<file path="config.mk">
export PLATFORM = sky130hd
export DESIGN_NAME = triangle_primitive_assembly_top
export DESIGN_NICKNAME = d
export VERILOG_FILES = /design/src/design/tpa_pkg.sv /design/src/design/tpa_step.sv /design/src/design/triangle_primitive_assembly_top.sv
export SDC_FILE = /design/constraint.sdc
export NUM_CORES = 1
export LEC_CHECK = 0
export BUFFER_PORTS_ARGS = -buffer_cell sky130_fd_sc_hd__buf_2
export CELL_PAD_IN_SITES_DETAIL_PLACEMENT = 0
export CELL_PAD_IN_SITES_GLOBAL_PLACEMENT = 2
export CORE_ASPECT_RATIO = 1.5
export CORE_UTILIZATION = 41
export DETAILED_ROUTE_END_ITERATION = 16
export PLACE_DENSITY = 0.83
export REMOVE_ABC_BUFFERS = 1
export SYNTH_ARGS = -nofsm -noshare
export SYNTH_HDL_FRONTEND = slang
export SYNTH_SLANG_ARGS = --single-unit
</file>
<file path="constraint.sdc">
create_clock -name i_clk -period 10.2 [get_ports i_clk]
set_input_delay 2.04 -clock i_clk [delete_from_list [all_inputs] [get_ports i_clk]]
set_output_delay 2.04 -clock i_clk [all_outputs]
set_load 0.01 [all_outputs]
</file>
<file path="src/design/tpa_pkg.sv">
package tpa_pkg;

    localparam int INDEX_BITS = 20;
    localparam int COUNT_BITS = 32;

    typedef enum logic [1:0] {
        KIND_LIST  = 2'd0,
        KIND_STRIP = 2'd1,
        KIND_OTHER = 2'd2
    } t_kind;

    typedef struct packed {
        logic [INDEX_BITS-1:0] vertex_index;
        logic [1:0]            primitive_kind;
        logic                  starts_face;
    } t_in_word;

    typedef struct packed {
        logic [INDEX_BITS-1:0] corner_first;
        logic [INDEX_BITS-1:0] corner_second;
        logic [INDEX_BITS-1:0] corner_third;
        logic [COUNT_BITS-1:0] triangle_number;
    } t_out_word;

    // Assembly state carried from one vertex to the next
    typedef struct packed {
        logic [INDEX_BITS-1:0] older_vertex;
        logic [INDEX_BITS-1:0] newer_vertex;
        logic [1:0]            vertices_seen;
        logic                  winding_kept;
        t_kind                 current_kind;
        logic [COUNT_BITS-1:0] triangle_count;
    } t_asm_state;

endpackage

</file>
<file path="src/design/tpa_step.sv">
module tpa_step
    import tpa_pkg::*;
(
    input  t_asm_state i_state,
    input  t_in_word   i_word,
    output t_asm_state o_state,
    output logic       o_emit,
    output t_out_word  o_word
);

    t_kind                 face_kind;
    logic [1:0]            seen;
    logic                  wind;
    logic [INDEX_BITS-1:0] v;

    // Resolve face start: latch kind, restart vertex count and winding
    always_comb begin
        v = i_word.vertex_index;
        if (i_word.starts_face) begin
            case (i_word.primitive_kind)
                KIND_LIST:  face_kind = KIND_LIST;
                KIND_STRIP: face_kind = KIND_STRIP;
                default:    face_kind = KIND_OTHER;
            endcase
            seen = 2'd0;
            wind = 1'b1;
        end else begin
            face_kind = i_state.current_kind;
            seen      = i_state.vertices_seen;
            wind      = i_state.winding_kept;
        end
    end

    // Advance the held vertices and close a triangle when one is complete
    always_comb begin
        o_state               = i_state;
        o_state.current_kind  = face_kind;
        o_state.vertices_seen = seen;
        o_state.winding_kept  = wind;
        o_emit                = 1'b0;
        o_word.corner_first   = i_state.older_vertex;
        o_word.corner_second  = i_state.newer_vertex;
        o_word.corner_third   = v;
        o_word.triangle_number = i_state.triangle_count;

        if (face_kind == KIND_LIST || face_kind == KIND_STRIP) begin
            case (seen)
                2'd0: begin
                    o_state.older_vertex  = v;
                    o_state.vertices_seen = 2'd1;
                end
                2'd1: begin
                    o_state.newer_vertex  = v;
                    o_state.vertices_seen = 2'd2;
                end
                default: begin
                    o_emit                 = 1'b1;
                    o_state.triangle_count = i_state.triangle_count + COUNT_BITS'(1);
                    if (face_kind == KIND_LIST) begin
                        o_state.vertices_seen = 2'd0;
                    end else begin
                        // swap the older corners on alternate strip triangles
                        if (!wind) begin
                            o_word.corner_first  = i_state.newer_vertex;
                            o_word.corner_second = i_state.older_vertex;
                        end
                        o_state.older_vertex = i_state.newer_vertex;
                        o_state.newer_vertex = v;
                        o_state.winding_kept = ~wind;
                    end
                end
            endcase
        end
    end

endmodule

</file>
<file path="src/design/triangle_primitive_assembly_top.sv">
// Triangle primitive assembly.
// Input channel (i_in_valid / o_in_ready / i_in_word) carries one vertex word:
// its index, the primitive kind of its face and a face-start flag. Output
// channel (o_out_valid / i_out_ready / o_out_word) carries one indexed triangle
// with a running 32-bit triangle number.
// Triangle lists close a triangle on every third vertex of a face; strips close
// one on every vertex after the second, alternating winding. Other kinds emit
// nothing.
// Throughput: one vertex per cycle while no held triangle waits untaken. The
// per-vertex update is a few muxes between the assembly state register and
// the output word register. A triangle appears on o_out_valid in the cycle
// after the vertex that closes it is accepted.
// When the receiver stalls, the output register holds its word and the input
// stays open only if the held word is taken in the same cycle.
// Reset (synchronous, active low) clears the held vertices, the triangle count
// and the output valid, and sets the face kind to "other" so that vertices
// before the first face start are dropped.
module triangle_primitive_assembly_top
    import tpa_pkg::*;
(
    input  logic      i_clk,
    input  logic      i_rst_n,
    input  logic      i_in_valid,
    output logic      o_in_ready,
    input  t_in_word  i_in_word,
    output logic      o_out_valid,
    input  logic      i_out_ready,
    output t_out_word o_out_word
);

    t_asm_state r_state;
    t_asm_state n_state;
    logic       r_out_valid;
    t_out_word  r_out_word;
    t_out_word  step_word;
    logic       step_emit;
    logic       in_acc;

    assign o_in_ready  = !r_out_valid || i_out_ready;
    assign in_acc      = i_in_valid && o_in_ready;
    assign o_out_valid = r_out_valid;
    assign o_out_word  = r_out_word;

    tpa_step u_step (
        .i_state (r_state),
        .i_word  (i_in_word),
        .o_state (n_state),
        .o_emit  (step_emit),
        .o_word  (step_word)
    );

    // Advance assembly state on each accepted word
    always_ff @(posedge i_clk) begin
        if (!i_rst_n) begin
            r_state.older_vertex   <= '0;
            r_state.newer_vertex   <= '0;
            r_state.vertices_seen  <= 2'd0;
            r_state.winding_kept   <= 1'b1;
            r_state.current_kind   <= KIND_OTHER;
            r_state.triangle_count <= '0;
        end else if (in_acc) begin
            r_state <= n_state;
        end
    end

    // Hold the result until taken; drop valid when taken with nothing new
    always_ff @(posedge i_clk) begin
        if (!i_rst_n) begin
            r_out_valid <= 1'b0;
        end else if (o_in_ready) begin
            r_out_valid <= in_acc && step_emit;
        end
    end

    always_ff @(posedge i_clk) begin
        if (in_acc && step_emit) begin
            r_out_word <= step_word;
        end
    end

    a_seen_range: assert property (@(posedge i_clk) disable iff (!i_rst_n)
        r_state.vertices_seen != 2'd3)
        else $error("vertex count out of range");

    a_count_step: assert property (@(posedge i_clk) disable iff (!i_rst_n)
        in_acc && step_emit |=>
            r_state.triangle_count == $past(r_state.triangle_count) + COUNT_BITS'(1))
        else $error("triangle count did not advance");

    a_other_silent: assert property (@(posedge i_clk) disable iff (!i_rst_n)
        in_acc && !i_in_word.starts_face && r_state.current_kind == KIND_OTHER
            |-> !step_emit)
        else $error("triangle from a face of other kind");

    a_valid_source: assert property (@(posedge i_clk) disable iff (!i_rst_n)
        $rose(r_out_valid) |-> $past(in_acc))
        else $error("result without an accepted vertex");

    a_number_match: assert property (@(posedge i_clk) disable iff (!i_rst_n)
        in_acc && step_emit |=>
            r_out_word.triangle_number + COUNT_BITS'(1) == r_state.triangle_count)
        else $error("triangle number out of step with count");

endmodule

</file>
# Word-level counts from Yosys, hierarchy flattened

Cells that the tools add are included.

Bits in registers: 170
Input port bits: 27
Output and inout port bits: 94
Word-level logic and storage cells: 51

Add/sub/neg operators: 1
Equal/unequal tests: 5
Mux-type cells: 18
Bitwise gates (word level): 4
Reduce and logical (&&, ||, !) cells: 12

Operators with widths:

| kind                    | number |
|---|---|
| $mux W40                | 5 |
| $pmux W20 S2            | 2 |
| $add A32 B1 Y32 const B | 1 |
| $pmux W2 S2             | 2 |
| $reduce_and A4 Y1       | 2 |
| $eq A2 B1 Y1 const B    | 3 |
| $logic_not A2 Y1        | 3 |
| $mux W2                 | 3 |
| $mux W1                 | 5 |
| $ne A2 B2 Y1 const B    | 2 |
| $not A1 Y1              | 4 |
| $mux W3                 | 1 |
| $reduce_and A3 Y1       | 1 |
| $logic_and A1 B1 Y1     | 2 |
| $logic_or A1 B1 Y1      | 2 |
| $reduce_or A2 Y1        | 1 |
| $logic_not A1 Y1        | 1 |

# Logic depth before layout (Yosys ltp)

Word-level depth: 7
Mapped depth: 7
Gate-level depth less buffers: 6

# By module

A second synthesis with hierarchy kept.

Cells, all modules: 724
Area, all modules: 8156.6 µm²

Modules (own cells, without submodules):

| module                          | instances | cells each | area an instance (µm²) | sequential area each (µm²) |
|---|---|---|---|---|
| triangle_primitive_assembly_top | 1         | 432        | 5853.1                 | 4324.1 |
| tpa_step                        | 1         | 292        | 2303.5                 | 0.0 |

# Worst setup path before layout

Ideal clock, no wire load.

Kind: input to register
Start: input i_out_ready
End: register r_out_word, in the netlist o_out_word[0] (enable)
Setup time: 0.445 ns
Arrival: 4.422 ns
Data required time: 9.755 ns
Setup slack: 5.333 ns
Stages on the path: 4
Buffers on the path: 0
Cells stage by stage: nor2b_1 -> nor2_1 -> nand2_1 -> inv_1

Word-level cells in the longest chain between the ends: 3

RTL lines:

| what                   | line                                  | source |
|---|---|---|
| start: declaration     | triangle_primitive_assembly_top.sv:27 | `input logic i_out_ready,` |
| $logic_or A1 B1 Y1     | triangle_primitive_assembly_top.sv:39 | `assign o_in_ready = !r_out_valid \|\| i_out_ready;` |
| $logic_and A1 B1 Y1    | triangle_primitive_assembly_top.sv:40 | `assign in_acc = i_in_valid && o_in_ready;` |
| $logic_and A1 B1 Y1    | triangle_primitive_assembly_top.sv:76 | `if (in_acc && step_emit) begin` |
| end signal: assignment | triangle_primitive_assembly_top.sv:77 | `r_out_word <= step_word;` |
| end: declaration       | triangle_primitive_assembly_top.sv:34 | `t_out_word r_out_word;` |

No other way between the ends.
A chain may end at the register's enable or synchronous reset.

# Worst setup path in the final report

Start: input i_out_ready
End: output o_in_ready

Word-level cells in the longest chain between the ends: 1

RTL lines:

| what               | line                                  | source |
|---|---|---|
| $logic_or A1 B1 Y1 | triangle_primitive_assembly_top.sv:39 |  |
| end: declaration   | triangle_primitive_assembly_top.sv:24 | `output logic o_in_ready,` |

No other way between the ends.

==> flow_summary.json <==
{
  "path_max_fanout": 7,
  "clk_pin_slew_ps": 70,
  "hold_viol_final": 0,
  "ir_worst_vdd_mv": 0.0998,
  "cpMostUsedCell": "buf_2",
  "io_pins": 121,
  "critical_path_buf_inv_count": 3,
  "first_iter_violations": 142,
  "viasPerCell": 5.08,
  "insertion_delay_ps": 420,
  "root_buffer": "clkbuf_16",
  "synth_cell_type_count": 49,
  "cts_max_level": 4,
  "post_cts_resized": 0,
  "p_seq_frac": 0.507,
  "coreArea_sq_um": 16200,
  "worstSetupPathType": "primary input to output pin",
  "maxCapViolCount": 0,
  "postCtsHoldBufs": 0,
  "overflow": 0,
  "track_usage": 0.165,
  "cts_tree": "built",
  "met3_usage": 0.0592,
  "ys_warn_count": 0,
  "synth-edff-count": 92,
  "synth_async_sr_flop_share": 0,
  "power_leakage_nw": 3.60,
  "finalCritPeriodShare": 0.458,
  "crit_path_max_incr_delay_ps": 180,
  "io_buffer_count": 120,
  "setup_violations": 0,
  "dp_hpwl_um": 8640,
  "required_ps": 8160,
  "grt_setup_unrepaired": "false",
  "switching_power_mw": 0.301,
  "syn_inst": 503,
  "maxSlewHeadroom": 0.354,
  "clockBufferDepth": 2,
  "die_h_um": 160,
  "p_per_area_nw_per_um2": 175,
  "area_growth_pct": 20.8,
  "gr-usage-met1": 0.172,
  "startpoint_type": "primary input",
  "drc_errors": 0,
  "routed_wl_um": 13300,
  "final_util": 0.508,
  "slowest_stage": "nor2b_1",
  "vias": 4271,
  "grt_pass1_vias": 4343,
  "final_nets": 650,
  "antenna_found_initial": 2,
  "path_cells": "buf_2 -> nor2b_1 -> inv_1 -> buf_2",
  "ys_seq_area_frac": 0.635,
  "drv_slew": 0,
  "grt_pass1_wl_um": 21500,
  "die_area_sq_um": 17100,
  "combPwrFrac": 0.028,
  "gp_congestion": 0.759,
  "ys_ff_latch": 170,
  "setup_tns_ps": 0,
  "swShare": 0.210,
  "syn_area_per_cell_sq_um": 13.5,
  "max_freq_ghz": 0.214,
  "clock-sinks": 170,
  "pwr-share-clk": 0.465,
  "antenna-diode-count": 0,
  "rows": 57,
  "finalClockSkew_ps": 9.46,
  "synthFlopType": "edfxtp_1",
  "syn_area_sq_um": 6810,
  "firstDrtPassIters": 4,
  "ant_nets": 0,
  "start_util": 0.421,
  "die_w_um": 107,
  "cts-buffers-inserted": 17,
  "post_cts_buffers": 0,
  "worst_slew_pin_slew_ps": 967,
  "internal_power_mw": 1.14,
  "status": "complete, no violations",
  "gr-max-usage-layer": "met2",
  "hold_path_class": "flop to flop",
  "layout-drive-gt1-share": 0.321,
  "critical_path.top_delay_family": "buffers and inverters",
  "wl_per_cell_um": 15.8,
  "use_met2": 0.298,
  "final.min_clock_period_ps": 4670,
  "grt_max_degree": 80,
  "endpoint_kind": "output pin",
  "crit_arrival_ps": 2630
}
## per-layer routing
metal / wire (um) / vias up / part of all wire
met5: 16 / - / 0.0012
met4: 231 / 4 / 0.017
met3: 828 / 18 / 0.062
met2: 7040 / 106 / 0.53
met1: 5210 / 2060 / 0.39
li1: - / 2083 / -
## power by group through the flow
stage	clock (mW)	combinational [mW]	sequential (mW)
CTS	0.680	0.0412	0.728
floorplan	0	0.0233	0.742
detailed placement	0	0.0408	0.743
finish	0.668	0.0405	0.728
global route	0.708	0.0451	0.729
global placement	0	0.0394	0.743
## cells in the mapped netlist (11+ instances only)
library cell / number / share of area
o211a_1: 20 / 0.029
clkbuf_1: 13 / 0.0072
nand3_1: 14 / 0.010
and2_1: 23 / 0.021
dfxtp_1: 78 / 0.23
nand2_1: 34 / 0.019
mux2i_1: 42 / 0.062
edfxtp_1: 92 / 0.41
buf_2: 11 / 0.0081
mux2_2: 38 / 0.063
xnor2_1: 17 / 0.022
nor2b_1: 23 / 0.021
## placed cells by master (no fill, tap or decap), types with 8 or more instances in the layout
cell	netlist	routed
buf_2	11	120
nand3_1	14	14
o211a_1	20	20
xnor2_1	17	17
mux2i_1	42	42
edfxtp_1	92	92
nor3_1	10	10
nand4_1	10	10
clkbuf_16	0	17
nand2_1	34	34
or3_1	8	8
and2_1	23	23
nor2b_1	23	23
o21ai_0	9	9
mux2_2	38	38
dfxtp_1	78	78
## stage by stage
stage | instances | hold slack (ps) | setup WS [ps] | instance area [sq um] | power [mW]
3_3_place_gp | 809 | 426 | 5550 | 7610 | 0.782
5_1_grt | 841 | 479 | 5460 | 8230 | 1.48
4_1_cts | 841 | 456 | 5520 | 8230 | 1.45
3_5_place_dp | 809 | 440 | 5530 | 7610 | 0.784
2_1_floorplan | 479 | 417 | 5330 | 6710 | 0.765
6_report | 841 | 453 | 5530 | 8230 | 1.44
## worst register-to-register path: stages, from the launching register on
cell	delay (ps)
dfxtp_1	310
nor2b_1	150
nor2_1	480
nand2_1	260
clkinv_2	400
buf_4	740
## cell type report
class                      count  area [sq um]
fill                        1417          7960
sequential                   170          4320
multi-input combinational    301          2370
timing repair buffer         124           631
clock buffer                  18           429
tap                          206           258
clock inverter                14           184
inverter                       8          31.3
## cell families after synthesis
| kind of cell | count (synthesis) | synth area share |
|---|---|---|
| AOI/OAI and AO/OA | 48 | 0.0570 |
| xor gates and xnor gates | 23 | 0.0296 |
| adders and majority gates | 1 | 0.00184 |
| buffers and inverters | 32 | 0.0197 |
| DFF | 170 | 0.635 |
| muxes | 82 | 0.128 |
| and+or+nand+nor | 147 | 0.129 |
## flip-flops by register name (all words and copies together) (netlist names)
name,count
o_out_word,92
r_state,77
o_out_valid,1
## worst paths after layout
| path | startpoint | endpoint | slack [ps] | depth (start not counted) |
|---|---|---|---|---|
| hold reg to reg | r_state[31] | o_out_word[31] | 450 | 0 |
| hold / removal | r_state[31] | o_out_word[31] | 450 | 0 |
| setup reg to reg | o_out_valid | o_out_word[5] | 7470 | 5 |
| setup / recovery | i_out_ready | o_in_ready | 5530 | 4 |
(Power assumes the default switching activity.)
